## config.mk

```make
export PLATFORM = sky130hd
export DESIGN_NAME = pointer_event_mailbox_throttle
export DESIGN_NICKNAME = d
export VERILOG_FILES = /design/src/sv/pemt_pkg.sv /design/src/sv/pointer_event_mailbox_throttle.sv /design/src/sv/pemt_ctrl.sv /design/src/sv/pemt_dp.sv
export SDC_FILE = /design/constraint.sdc
export NUM_CORES = 2
export LEC_CHECK = 0
export CELL_PAD_IN_SITES_DETAIL_PLACEMENT = 2
export CELL_PAD_IN_SITES_GLOBAL_PLACEMENT = 2
export CORE_MARGIN = 2
export CORE_UTILIZATION = 37
export DETAILED_ROUTE_END_ITERATION = 10
export DONT_BUFFER_PORTS = 1
export PLACE_DENSITY_LB_ADDON = 0.1
export SYNTH_ARGS = -nofsm -noshare
export SYNTH_HDL_FRONTEND = slang
export SYNTH_SLANG_ARGS = --single-unit
export TNS_END_PERCENT = 1
```

## constraint.sdc

```tcl
create_clock -name clock -period 30.4 [get_ports clock]
set_input_delay 0 -clock clock [delete_from_list [all_inputs] [get_ports clock]]
set_output_delay 0 -clock clock [all_outputs]
set_load 0.05 [all_outputs]
```

## src/sv/pemt_pkg.sv

```systemverilog
// Package for the pointer event mailbox throttle: payload structs,
// sizes, phase codes and controller states. No dependencies.
package pemt_pkg;
   localparam int QueueDepth = 8;
   localparam int ClockSlots = 4;
   localparam int QW = $clog2(QueueDepth);
   localparam int CW = $clog2(ClockSlots);

   typedef enum logic [1:0] {
      PH_DOWN = 2'd0, PH_MOVE = 2'd1, PH_UP = 2'd2, PH_CANCEL = 2'd3
   } phase_type;

   typedef struct packed {
      logic        kind;
      logic [47:0] now_us;
      logic [1:0]  phase;
      logic [7:0]  pointer_id;
      logic [15:0] owner_id;
      logic [7:0]  surface_id;
      logic [15:0] node_id;
      logic [31:0] payload;
   } req_type;

   typedef struct packed {
      logic        accepted;
      logic [1:0]  out_phase;
      logic [7:0]  out_pointer_id;
      logic [15:0] out_owner_id;
      logic [7:0]  out_surface_id;
      logic [15:0] out_node_id;
      logic [31:0] out_payload;
      logic        move_pending;
      logic        move_due;
   } rsp_type;

   typedef struct packed {
      logic [1:0]  phase;
      logic [47:0] stream;
      logic [31:0] payload;
   } entry_type;

   typedef enum logic [2:0] {
      ST_IDLE, ST_SCAN, ST_ACT, ST_STAT, ST_OUT
   } state_type;

   // controller to datapath
   typedef struct packed {
      logic load;     // capture request
      logic scan;     // examine entry at scan index, advance
      logic act;      // apply the request
      logic stat;     // examine entry for status, advance
      logic clr_idx;  // restart index
      logic finish;   // build result
   } cmd_type;

   // datapath to controller
   typedef struct packed {
      logic last;     // scan index at last relevant entry / none
   } sts_type;
endpackage

```

## src/sv/pointer_event_mailbox_throttle.sv

```systemverilog
// Pointer event mailbox with per-pointer move throttling. Each transaction
// passes from acceptance to its result through these steps: one pass of
// the controller over the queued entries to find the coalesce, evict or take
// target, an act state that applies it, one pass to work out move_pending
// and move_due, then an output state with the result valid, in which the
// next transaction can already be taken once the result is not stalled.
// One transaction is in work at a time.
// Depends on pemt_pkg, pemt_ctrl, pemt_dp.
module pointer_event_mailbox_throttle (
   input  logic              clock,
   input  logic              reset,
   input  logic              req_valid,
   output logic              req_stall,
   input  pemt_pkg::req_type  req_data,
   output logic              rsp_valid,
   input  logic              rsp_stall,
   output pemt_pkg::rsp_type  rsp_data,
   input  logic              csr_write,
   input  logic [23:0]       csr_data
);
   import pemt_pkg::*;
   cmd_type cmd;
   sts_type sts;

   pemt_ctrl u_ctrl (
      .clock, .reset, .req_valid, .req_stall, .rsp_valid, .rsp_stall, .sts, .cmd
   );
   pemt_dp u_dp (
      .clock, .reset, .req_data, .csr_write, .csr_data, .cmd, .sts, .rsp_data
   );
endmodule

```

## src/sv/pemt_ctrl.sv

```systemverilog
// Controller state machine for the mailbox: sequences scan, act and
// status passes over the queue. Depends on pemt_pkg.
module pemt_ctrl (
   input  logic             clock,
   input  logic             reset,
   input  logic             req_valid,
   output logic             req_stall,
   output logic             rsp_valid,
   input  logic             rsp_stall,
   input  pemt_pkg::sts_type sts,
   output pemt_pkg::cmd_type cmd
);
   import pemt_pkg::*;
   state_type state_ff, state_in;

   // state register
   always_ff @(posedge clock) begin
      if (reset) state_ff <= ST_IDLE;
      else state_ff <= state_in;
   end

   // next state and commands
   always_comb begin
      state_in = state_ff;
      cmd = '0;
      req_stall = 1'b1;
      rsp_valid = 1'b0;
      case (state_ff)
         ST_IDLE: begin
            req_stall = 1'b0;
            if (req_valid) begin
               cmd.load = 1'b1;
               cmd.clr_idx = 1'b1;
               state_in = ST_SCAN;
            end
         end
         ST_SCAN: begin
            cmd.scan = 1'b1;
            if (sts.last) state_in = ST_ACT;
         end
         ST_ACT: begin
            cmd.act = 1'b1;
            cmd.clr_idx = 1'b1;
            state_in = ST_STAT;
         end
         ST_STAT: begin
            cmd.stat = 1'b1;
            if (sts.last) begin
               cmd.finish = 1'b1;
               state_in = ST_OUT;
            end
         end
         ST_OUT: begin
            rsp_valid = 1'b1;
            if (!rsp_stall) begin
               req_stall = 1'b0;
               if (req_valid) begin
                  cmd.load = 1'b1;
                  cmd.clr_idx = 1'b1;
                  state_in = ST_SCAN;
               end else begin
                  state_in = ST_IDLE;
               end
            end
         end
         default: state_in = ST_IDLE;
      endcase
   end
endmodule

```

## src/sv/pemt_dp.sv

```systemverilog
// Datapath for the mailbox: queue registers, clock table, scan
// registers and the result register. Depends on pemt_pkg.
module pemt_dp (
   input  logic              clock,
   input  logic              reset,
   input  pemt_pkg::req_type  req_data,
   input  logic              csr_write,
   input  logic [23:0]       csr_data,
   input  pemt_pkg::cmd_type  cmd,
   output pemt_pkg::sts_type  sts,
   output pemt_pkg::rsp_type  rsp_data
);
   import pemt_pkg::*;
   localparam logic [QW:0] Depth = (QW+1)'(QueueDepth);

   entry_type   q_ff [QueueDepth];
   logic [QW:0] cnt_ff;
   logic        ca_ff [ClockSlots];
   logic        ch_ff [ClockSlots];
   logic [7:0]  cid_ff [ClockSlots];
   logic [47:0] clst_ff [ClockSlots];
   logic [23:0] ival_ff;
   req_type     r_ff;
   logic [QW:0] idx_ff;
   // scan findings
   logic        edge_ff;            // any non-move queued
   logic        due_hit_ff;         // a due move found
   logic [QW:0] due_idx_ff;
   logic        newest_hit_ff;      // newest matching move (full push)
   logic [QW:0] newest_idx_ff;
   logic        old_hit_ff;         // oldest move
   logic [QW:0] old_idx_ff;
   logic        acc_ff;
   entry_type   tk_ff;
   logic        pend_ff, due_ff;
   rsp_type     rsp_ff;

   // helpers
   entry_type   cur;
   logic [QW-1:0] cur_i;
   logic        cur_move, cur_match, cur_due;
   logic [47:0] req_stream;
   logic [7:0]  cur_pid;
   logic        last_valid;

   assign req_stream = {r_ff.pointer_id, r_ff.owner_id, r_ff.surface_id, r_ff.node_id};
   assign cur_i = idx_ff[QW-1:0];
   assign cur = q_ff[cur_i];
   assign cur_move = cur.phase == PH_MOVE;
   assign cur_match = cur_move && cur.stream == req_stream;
   assign cur_pid = cur.stream[47:40];
   assign last_valid = idx_ff < cnt_ff;

   // due check of the entry under the index against the clock table
   always_comb begin
      cur_due = 1'b1;
      for (int s = 0; s < ClockSlots; s++) begin
         if (ca_ff[s] && cid_ff[s] == cur_pid && ch_ff[s] &&
             (r_ff.now_us - clst_ff[s]) < {24'd0, ival_ff})
            cur_due = 1'b0;
      end
   end

   assign sts.last = (idx_ff + 1'b1 >= cnt_ff) || !last_valid;

   // act stage selection
   logic        is_take;
   logic        sel_hit;
   logic [QW:0] sel_idx;
   entry_type   sel;
   logic [QW-1:0] tail_i;
   always_comb begin
      is_take = r_ff.kind;
      sel_hit = (cnt_ff != '0) && (edge_ff || due_hit_ff);
      sel_idx = edge_ff ? '0 : due_idx_ff;
      sel = q_ff[sel_idx[QW-1:0]];
      tail_i = QW'(cnt_ff - 1'b1);
   end

   // clock table lookups for the act stage
   logic [7:0]  act_pid;
   logic        fnd;
   logic [CW-1:0] fnd_s;
   logic        fre;
   logic [CW-1:0] fre_s;
   always_comb begin
      act_pid = is_take ? sel.stream[47:40] : r_ff.pointer_id;
      fnd = 1'b0; fnd_s = '0; fre = 1'b0; fre_s = '0;
      for (int s = ClockSlots-1; s >= 0; s--) begin
         if (ca_ff[s] && cid_ff[s] == act_pid) begin fnd = 1'b1; fnd_s = CW'(s); end
         if (!ca_ff[s]) begin fre = 1'b1; fre_s = CW'(s); end
      end
   end

   // sequential datapath
   always_ff @(posedge clock) begin
      if (reset) begin
         cnt_ff <= '0;
         ival_ff <= '0;
         for (int s = 0; s < ClockSlots; s++) begin
            ca_ff[s] <= 1'b0;
            ch_ff[s] <= 1'b0;
         end
      end else begin
         if (csr_write) ival_ff <= csr_data;
         if (cmd.act) begin
            if (!is_take) begin
               // push
               if (r_ff.phase == PH_DOWN) begin
                  if (fnd) ch_ff[fnd_s] <= 1'b0;
                  else if (fre) begin
                     ca_ff[fre_s] <= 1'b1; ch_ff[fre_s] <= 1'b0;
                     cid_ff[fre_s] <= r_ff.pointer_id;
                  end
               end
               if (r_ff.phase == PH_MOVE) begin
                  if (cnt_ff != '0 && q_ff[tail_i].phase == PH_MOVE &&
                      q_ff[tail_i].stream == req_stream) begin
                     q_ff[tail_i] <= '{r_ff.phase, req_stream, r_ff.payload};
                  end else if (cnt_ff < Depth) begin
                     q_ff[cnt_ff[QW-1:0]] <= '{r_ff.phase, req_stream, r_ff.payload};
                     cnt_ff <= cnt_ff + 1'b1;
                  end else if (newest_hit_ff) begin
                     q_ff[newest_idx_ff[QW-1:0]] <= '{r_ff.phase, req_stream, r_ff.payload};
                  end
               end else if (cnt_ff < Depth) begin
                  q_ff[cnt_ff[QW-1:0]] <= '{r_ff.phase, req_stream, r_ff.payload};
                  cnt_ff <= cnt_ff + 1'b1;
               end else if (old_hit_ff) begin
                  // evict oldest move, shift down, append at the end
                  for (int i = 0; i < QueueDepth-1; i++)
                     if (i >= int'(old_idx_ff)) q_ff[i] <= q_ff[i+1];
                  q_ff[QueueDepth-1] <= '{r_ff.phase, req_stream, r_ff.payload};
               end
            end else if (sel_hit) begin
               // take: remove selected entry
               for (int i = 0; i < QueueDepth-1; i++)
                  if (i >= int'(sel_idx)) q_ff[i] <= q_ff[i+1];
               cnt_ff <= cnt_ff - 1'b1;
               if (sel.phase == PH_MOVE) begin
                  if (fnd) begin
                     ch_ff[fnd_s] <= 1'b1; clst_ff[fnd_s] <= r_ff.now_us;
                  end else if (fre) begin
                     ca_ff[fre_s] <= 1'b1; ch_ff[fre_s] <= 1'b1;
                     cid_ff[fre_s] <= act_pid; clst_ff[fre_s] <= r_ff.now_us;
                  end
               end else if (sel.phase != PH_DOWN && fnd) begin
                  ca_ff[fnd_s] <= 1'b0;
               end
            end
         end
      end
   end

   // scan and status registers
   always_ff @(posedge clock) begin
      if (cmd.load) r_ff <= req_data;
      if (cmd.clr_idx) idx_ff <= '0;
      else if (cmd.scan || cmd.stat) idx_ff <= idx_ff + 1'b1;
      if (cmd.load) begin
         edge_ff <= 1'b0; due_hit_ff <= 1'b0; newest_hit_ff <= 1'b0;
         old_hit_ff <= 1'b0; due_idx_ff <= '0; newest_idx_ff <= '0; old_idx_ff <= '0;
      end
      if (cmd.scan && last_valid) begin
         if (!cur_move) edge_ff <= 1'b1;
         if (cur_move && cur_due && !due_hit_ff) begin
            due_hit_ff <= 1'b1; due_idx_ff <= idx_ff;
         end
         if (cur_match) begin newest_hit_ff <= 1'b1; newest_idx_ff <= idx_ff; end
         if (cur_move && !old_hit_ff) begin old_hit_ff <= 1'b1; old_idx_ff <= idx_ff; end
      end
      if (cmd.act) begin
         pend_ff <= 1'b0; due_ff <= 1'b0;
         tk_ff <= sel;
         if (is_take) acc_ff <= sel_hit;
         else if (r_ff.phase == PH_MOVE)
            acc_ff <= (cnt_ff != '0 && q_ff[tail_i].phase == PH_MOVE &&
                       q_ff[tail_i].stream == req_stream) || cnt_ff < Depth || newest_hit_ff;
         else acc_ff <= cnt_ff < Depth || old_hit_ff;
      end
      if (cmd.stat && last_valid && cur_move) begin
         pend_ff <= 1'b1;
         if (cur_due) due_ff <= 1'b1;
      end
      if (cmd.finish) begin
         rsp_ff.accepted <= acc_ff;
         rsp_ff.move_pending <= pend_ff || (last_valid && cur_move);
         rsp_ff.move_due <= due_ff || (last_valid && cur_move && cur_due);
         if (r_ff.kind && acc_ff) begin
            rsp_ff.out_phase <= tk_ff.phase;
            {rsp_ff.out_pointer_id, rsp_ff.out_owner_id,
             rsp_ff.out_surface_id, rsp_ff.out_node_id} <= tk_ff.stream;
            rsp_ff.out_payload <= tk_ff.payload;
         end else begin
            rsp_ff.out_phase <= '0; rsp_ff.out_pointer_id <= '0;
            rsp_ff.out_owner_id <= '0; rsp_ff.out_surface_id <= '0;
            rsp_ff.out_node_id <= '0; rsp_ff.out_payload <= '0;
         end
      end
   end

   assign rsp_data = rsp_ff;
endmodule

```

Yosys cells after proc, flatten, opt, wreduce, memory -nomap -nowiden
Memory sizes are Yosys's and may differ from the RTL's. A register that Yosys moved wholly into a read port is not among the register bits.
Index checks and enable logic that the tools add are counted.
{"block": "totals", "register_bits": 352, "ram_bits": 888, "output_inout_bits": 87, "n_memories": 5}
{"block": "classes", "n_addsub": 7, "magnitude_cmp": 21, "eq_ne": 24, "muxes": 274, "bitwise": 12, "reduce_logical": 55}
{"memory": "u_dp.q_ff", "depth": 8, "width": 82, "rd": 10, "rd_clocked_by_memory_dff": 1, "write_ports": 8, "line_no": "pemt_dp.sv:16", "text": "entry_type q_ff [QueueDepth];"}
{"memory": "u_dp.clst_ff", "depth": 4, "width": 48, "rd": 4, "rd_clocked_by_memory_dff": 0, "write_ports": 1, "line_no": "pemt_dp.sv:21", "text": "logic [47:0] clst_ff [ClockSlots];"}
{"memory": "u_dp.cid_ff", "depth": 4, "width": 8, "rd": 4, "rd_clocked_by_memory_dff": 0, "write_ports": 1, "line_no": "pemt_dp.sv:20", "text": "logic [7:0] cid_ff [ClockSlots];"}
{"memory": "u_dp.ca_ff", "depth": 4, "width": 1, "rd": 4, "rd_clocked_by_memory_dff": 0, "write_ports": 4, "line_no": "pemt_dp.sv:18", "text": "logic ca_ff [ClockSlots];"}
{"memory": "u_dp.ch_ff", "depth": 4, "width": 1, "rd": 4, "rd_clocked_by_memory_dff": 0, "write_ports": 4, "line_no": "pemt_dp.sv:19", "text": "logic ch_ff [ClockSlots];"}
{"operator": "$mux 82", "n": 11}
{"operator": "$reduce_or 82->1", "n": 3}
{"operator": "$mux 1", "n": 219}
{"operator": "$lt 48x24->1", "n": 4}
{"operator": "$sub 48x48->48", "n": 4}
{"operator": "$eq 48x48->1", "n": 2}
{"operator": "$eq 8x8->1", "n": 8}
{"operator": "$mux 4", "n": 15}
{"operator": "$mux 48", "n": 1}
{"operator": "$reduce_or 48->1", "n": 1}
{"operator": "$logic_and 1x1->1", "n": 30}
{"operator": "$mux 3", "n": 9}
{"operator": "$mux 2", "n": 13}
{"operator": "$ge 3x4->1 const A", "n": 6}
{"operator": "$ge 1x4->1 const A", "n": 4}
{"operator": "$ge 2x4->1 const A", "n": 4}
{"operator": "$mux 8", "n": 2}
{"operator": "$pmux 3 s5", "n": 1}
{"operator": "$or 1x1->1", "n": 12}
{"operator": "$ne 2x2->1 const B", "n": 5}
{"operator": "$add 4x1->4 const B", "n": 2}
{"operator": "$eq 2x1->1 const B", "n": 4}
{"operator": "$logic_or 1x1->1", "n": 8}
{"operator": "$eq 3x2->1 const B", "n": 2}
{"operator": "other kinds (17)", "n": 23}

Depth between registers and ports, before layout
An unclocked memory read counts as a cell.
{"block": "logic_depth", "word_depth": 20, "mapped_depth": 24}

Cells and area by module
A second synthesis with hierarchy kept.
{"block": "unflattened", "cells_unflattened": 6447, "area_unflattened_um2": 75268.4}
{"mod": "pemt_dp", "instances": 1, "cells_each": 6419, "area_each_um2": 75049.5}
{"mod": "pemt_ctrl", "instances": 1, "cells_each": 28, "area_each_um2": 219.0}

Worst setup path before layout
No wires, ideal clock.
{"block": "synth_timing", "path_type": "register -> register", "from": "reg u_dp.cnt_ff[0]", "to": "mem u_dp.q_ff[0][0] (netlist name) (enable)", "setup_ns": 0.644, "t_arrival_ns": 10.238, "t_required_ns": 29.756, "slack_ns": 19.518, "stages_incl_launch_ff": 21, "period_less_slack_ns": 10.882, "path_cell_list": "dfxtp_1 -> buf_6 -> buf_8 -> buf_6 -> buf_2 -> inv_1 -> ha_1 -> buf_2 -> buf_2 -> buf_1 -> mux4_2 -> mux2i_1 -> xor2_1 -> nand4_1 -> nor4_1 -> nand4_2 -> or2_2 -> mux2_2 -> nor2_1 -> a21oi_1 -> o31ai_1"}
{"item": "start, declared", "line_no": "pemt_dp.sv:17", "text": "logic [QW:0] cnt_ff;"}
{"item": "start signal, assigned", "line_no": "pemt_dp.sv:122", "text": "cnt_ff <= cnt_ff + 1'b1;"}
{"item": "start signal, assigned", "line_no": "pemt_dp.sv:128", "text": "cnt_ff <= cnt_ff + 1'b1;"}
{"item": "start signal, assigned", "line_no": "pemt_dp.sv:139", "text": "cnt_ff <= cnt_ff - 1'b1;"}
{"item": "end, declared", "line_no": "pemt_dp.sv:16"}

==> flow_summary.yaml <==
clocking:
  cts_setup_buffers: 0
  clkSinkCount: 1242
  cts_tree: "yes"
  root_buffer: "clkbuf_16"
  cts_buffers: 152
  h-tree-depth: 4
  clkTransAtPathRegs_ns: 0.06
  cts.path.max_buffers: 3
  insertion_delay_ns: 0.85
place:
  place_hpwl_um: 203000
  routabilityCongestion: 0.889
  port_buffers: 0
timing:
  fin_crit_sh: 0.297
  rsz0062_at_grt: "false"
  setup_viol: 0
  finalClockSkew_ns: 0.0735
  max_slew_margin: 0.0976
  timing.fmax_mhz: 111
  drv_slew: 0
  fin_setup_tns_ns: 0
  final-hold-violation-count: 0
  tightest_slew_ns: 1.32
  layout_min_cycle_time_ns: 9.02
power:
  peakVddDrop_mv: 0.0608
  power_density_nw_per_um2: 69.6
  power.leakage_nw: 29.9
die:
  die_w_um: 452
  design.core.area_um2: 199000
  die_area_um2: 204000
  io-pin-count: 247
  initial_core_util: 0.372
  die_h_um: 452
  rows: 164
synthesis:
  ys_ff_latch: 1242
  synthArstFlopShare: 0
  synth_edf_count: 1187
  synth_ff_type: "edfxtp_1"
  synth_cell_types: 91
  syn_avg_cell_area_um2: 11.9
  syn-num-nets: 6701
  ys_seq_area_frac: 0.496
  ys_warn_count: 0
  yosys.area.top_type_share: 0.481
  syn_inst: 6246
  synthTopCellsByArea: "edfxtp_1 (48%), mux2_2 (7.8%), mux4_2 (5.9%), ha_1 (4.9%), mux2i_1 (3.5%)"
  netlist_area_um2: 74100
  synth_top_area_cell: "edfxtp_1"
detailed_routing:
  firstDrtPassIters: 6
  wl_per_cell_um: 32.1
  drt_iter0_drc: 3993
  vias: 55700
  drc: 0
  via_per_inst: 6.02
  wl_um: 297000
  antenna_left: 0
worst_setup_path:
  path_class: "reg -> reg"
  crit_fanout: 43
  crit_path_end_kind: "register"
  cp_data_required_time_ns: 30.85
  crit_arrival_ns: 9.47
  startpoint_type: "register"
  r2r_cells: 18
global_route:
  grt_antenna_before_repair: 9
  grt_pass1_wl_um: 434000
  gr-usage-all-layers: 0.288
  grt_max_degree: 105
  grt_pass1_vias: 61300
  overflow: 0
hold_path:
  hold_path_depth: 3
  min_path_type: "in -> reg"
status:
  status: "finished clean"
layout:
  post-route-util: 0.430
  synthToLayoutAreaGrowth_pct: 15.5
  drive_above_1_share: 0.173
  nets: 6912
job:
  max_cap_violations: 0
==> repair_timing <==
action	in CTS	in global routing
hold buffers	340	0
endpoints found under the hold margin	186	0
resized for setup	0	0
==> cells by family after synthesis <==
| group | share of synthesized area |
|---|---|
| simple gates | 0.0941 |
| compound gates | 0.115 |
| flops | 0.496 |
| mux | 0.174 |
| buf+inv | 0.0360 |
| xor+xnor | 0.0353 |
| fa+ha+maj | 0.0502 |
==> per-stage QoR <==
| step | worst slack [ns] | hold WS [ns] | cells | total power, mW | cell area (µm²) |
|---|---|---|---|---|---|
| 6_report | 21.38 | 0.0773 | 9248 | 5.96 | 85700 |
| 5_1_grt | 20.97 | 0.0813 | 9240 | 6.22 | 85600 |
| 4_1_cts | 21.37 | 0.0191 | 9239 | 6.00 | 85600 |
| 3_5_place_dp | 21.42 | 0.0738 | 8619 | 4.04 | 77100 |
| 3_3_place_gp | 21.65 | 0.0734 | 8619 | 3.99 | 77100 |
| 2_1_floorplan | 19.52 | 0.0989 | 6246 | 3.40 | 74100 |
==> path summary, 6_finish.rpt <==
check	startpoint	end	slack, ns
setup / recovery	u_dp.cnt_ff[0]	u_dp.q_ff[3][44]	21.38
hold / removal	reset	u_ctrl.state_ff[0]	0.08
setup reg to reg	u_dp.cnt_ff[0]	u_dp.q_ff[3][44]	21.38
hold reg to reg	u_dp.due_idx_ff[0]	u_dp.due_idx_ff[0]	0.48
==> sequential cells by signal (all words and copies together), names as in the netlist, 3 cells and up, named ones only <==
name,flops
u_ctrl.state_ff,3
u_dp.ch_ff,4
u_dp.clst_ff,192
u_dp.due_idx_ff,4
u_dp.newest_idx_ff,3
u_dp.r_ff,130
u_dp.cnt_ff,4
u_dp.tk_ff,82
u_dp.q_ff,656
u_dp.ival_ff,24
u_dp.cid_ff,32
u_dp.ca_ff,4
u_dp.rsp_data,85
u_dp.old_idx_ff,4
u_dp.idx_ff,4
==> report_power, final <==
| group | leakage, nW | internal (mW) | total, mW | switching (mW) |
|---|---|---|---|---|
| Clock | 2.50 | 1.08 | 1.91 | 0.825 |
| Sequential | 11.2 | 2.07 | 2.29 | 0.216 |
| Combinational | 16.2 | 0.693 | 1.77 | 1.08 |
==> worst max-delay path: stages (launching register included) <==
cell,delay (ns)
dfxtp_4,0.91
inv_1,0.31
ha_4,0.58
buf_4,0.62
buf_4,0.70
mux4_2,0.42
xnor2_1,0.28
nand4_1,0.12
mux2i_1,0.45
o211ai_1,0.19
a2111oi_2,0.50
nand4_2,0.29
o21ai_2,0.27
nor2_1,0.08
mux2i_1,0.22
mux2i_1,0.30
o31ai_4,0.78
buf_4,0.75
buf_4,0.68
==> final cells by class <==
class	count	area (µm²)
fillers	20000	114000
flip-flops and latches	1242	36800
multi-input cells	4325	35100
repair buffers	446	4250
clock buffers	198	4190
well taps	2656	3320
inverters	290	1100
clock inverters	82	972
diodes	9	22.5
==> synthesized netlist by cell type, types with 118 or more instances <==
| master | count |
|---|---|
| mux2i_1 | 259 |
| nand4_1 | 118 |
| mux4_2 | 193 |
| a21oi_1 | 330 |
| nor2_1 | 253 |
| o21ai_0 | 354 |
| xor2_1 | 130 |
| clkbuf_1 | 276 |
| inv_1 | 290 |
| edfxtp_1 | 1187 |
| nand2_1 | 554 |
| mux2_2 | 516 |
| xnor2_1 | 169 |
| a221oi_1 | 130 |
| ha_1 | 291 |
==> placed cells by master, fill, tap and decap left out, types with 159 or more instances in the layout <==
master and n:
a21oi_1 330, clkbuf_16 159, dlygate4sd3_1 339, edfxtp_1 1187
ha_1 290, inv_1 287, mux2_2 516, mux2i_1 259
mux4_2 193, nand2_1 552, nor2_1 248, o21ai_0 353
xnor2_1 168
==> per-layer routing <==
layer / vias up / global-route usage / wire (µm)
met5: - / 0 / 13
met4: 2 / 0.117 / 13200
met3: 494 / 0.0309 / 10500
met2: 1350 / 0.527 / 155000
met1: 29500 / 0.341 / 118000
li1: 24300 / - / -
No activity file was read; power rests on OpenSTA's default activity.
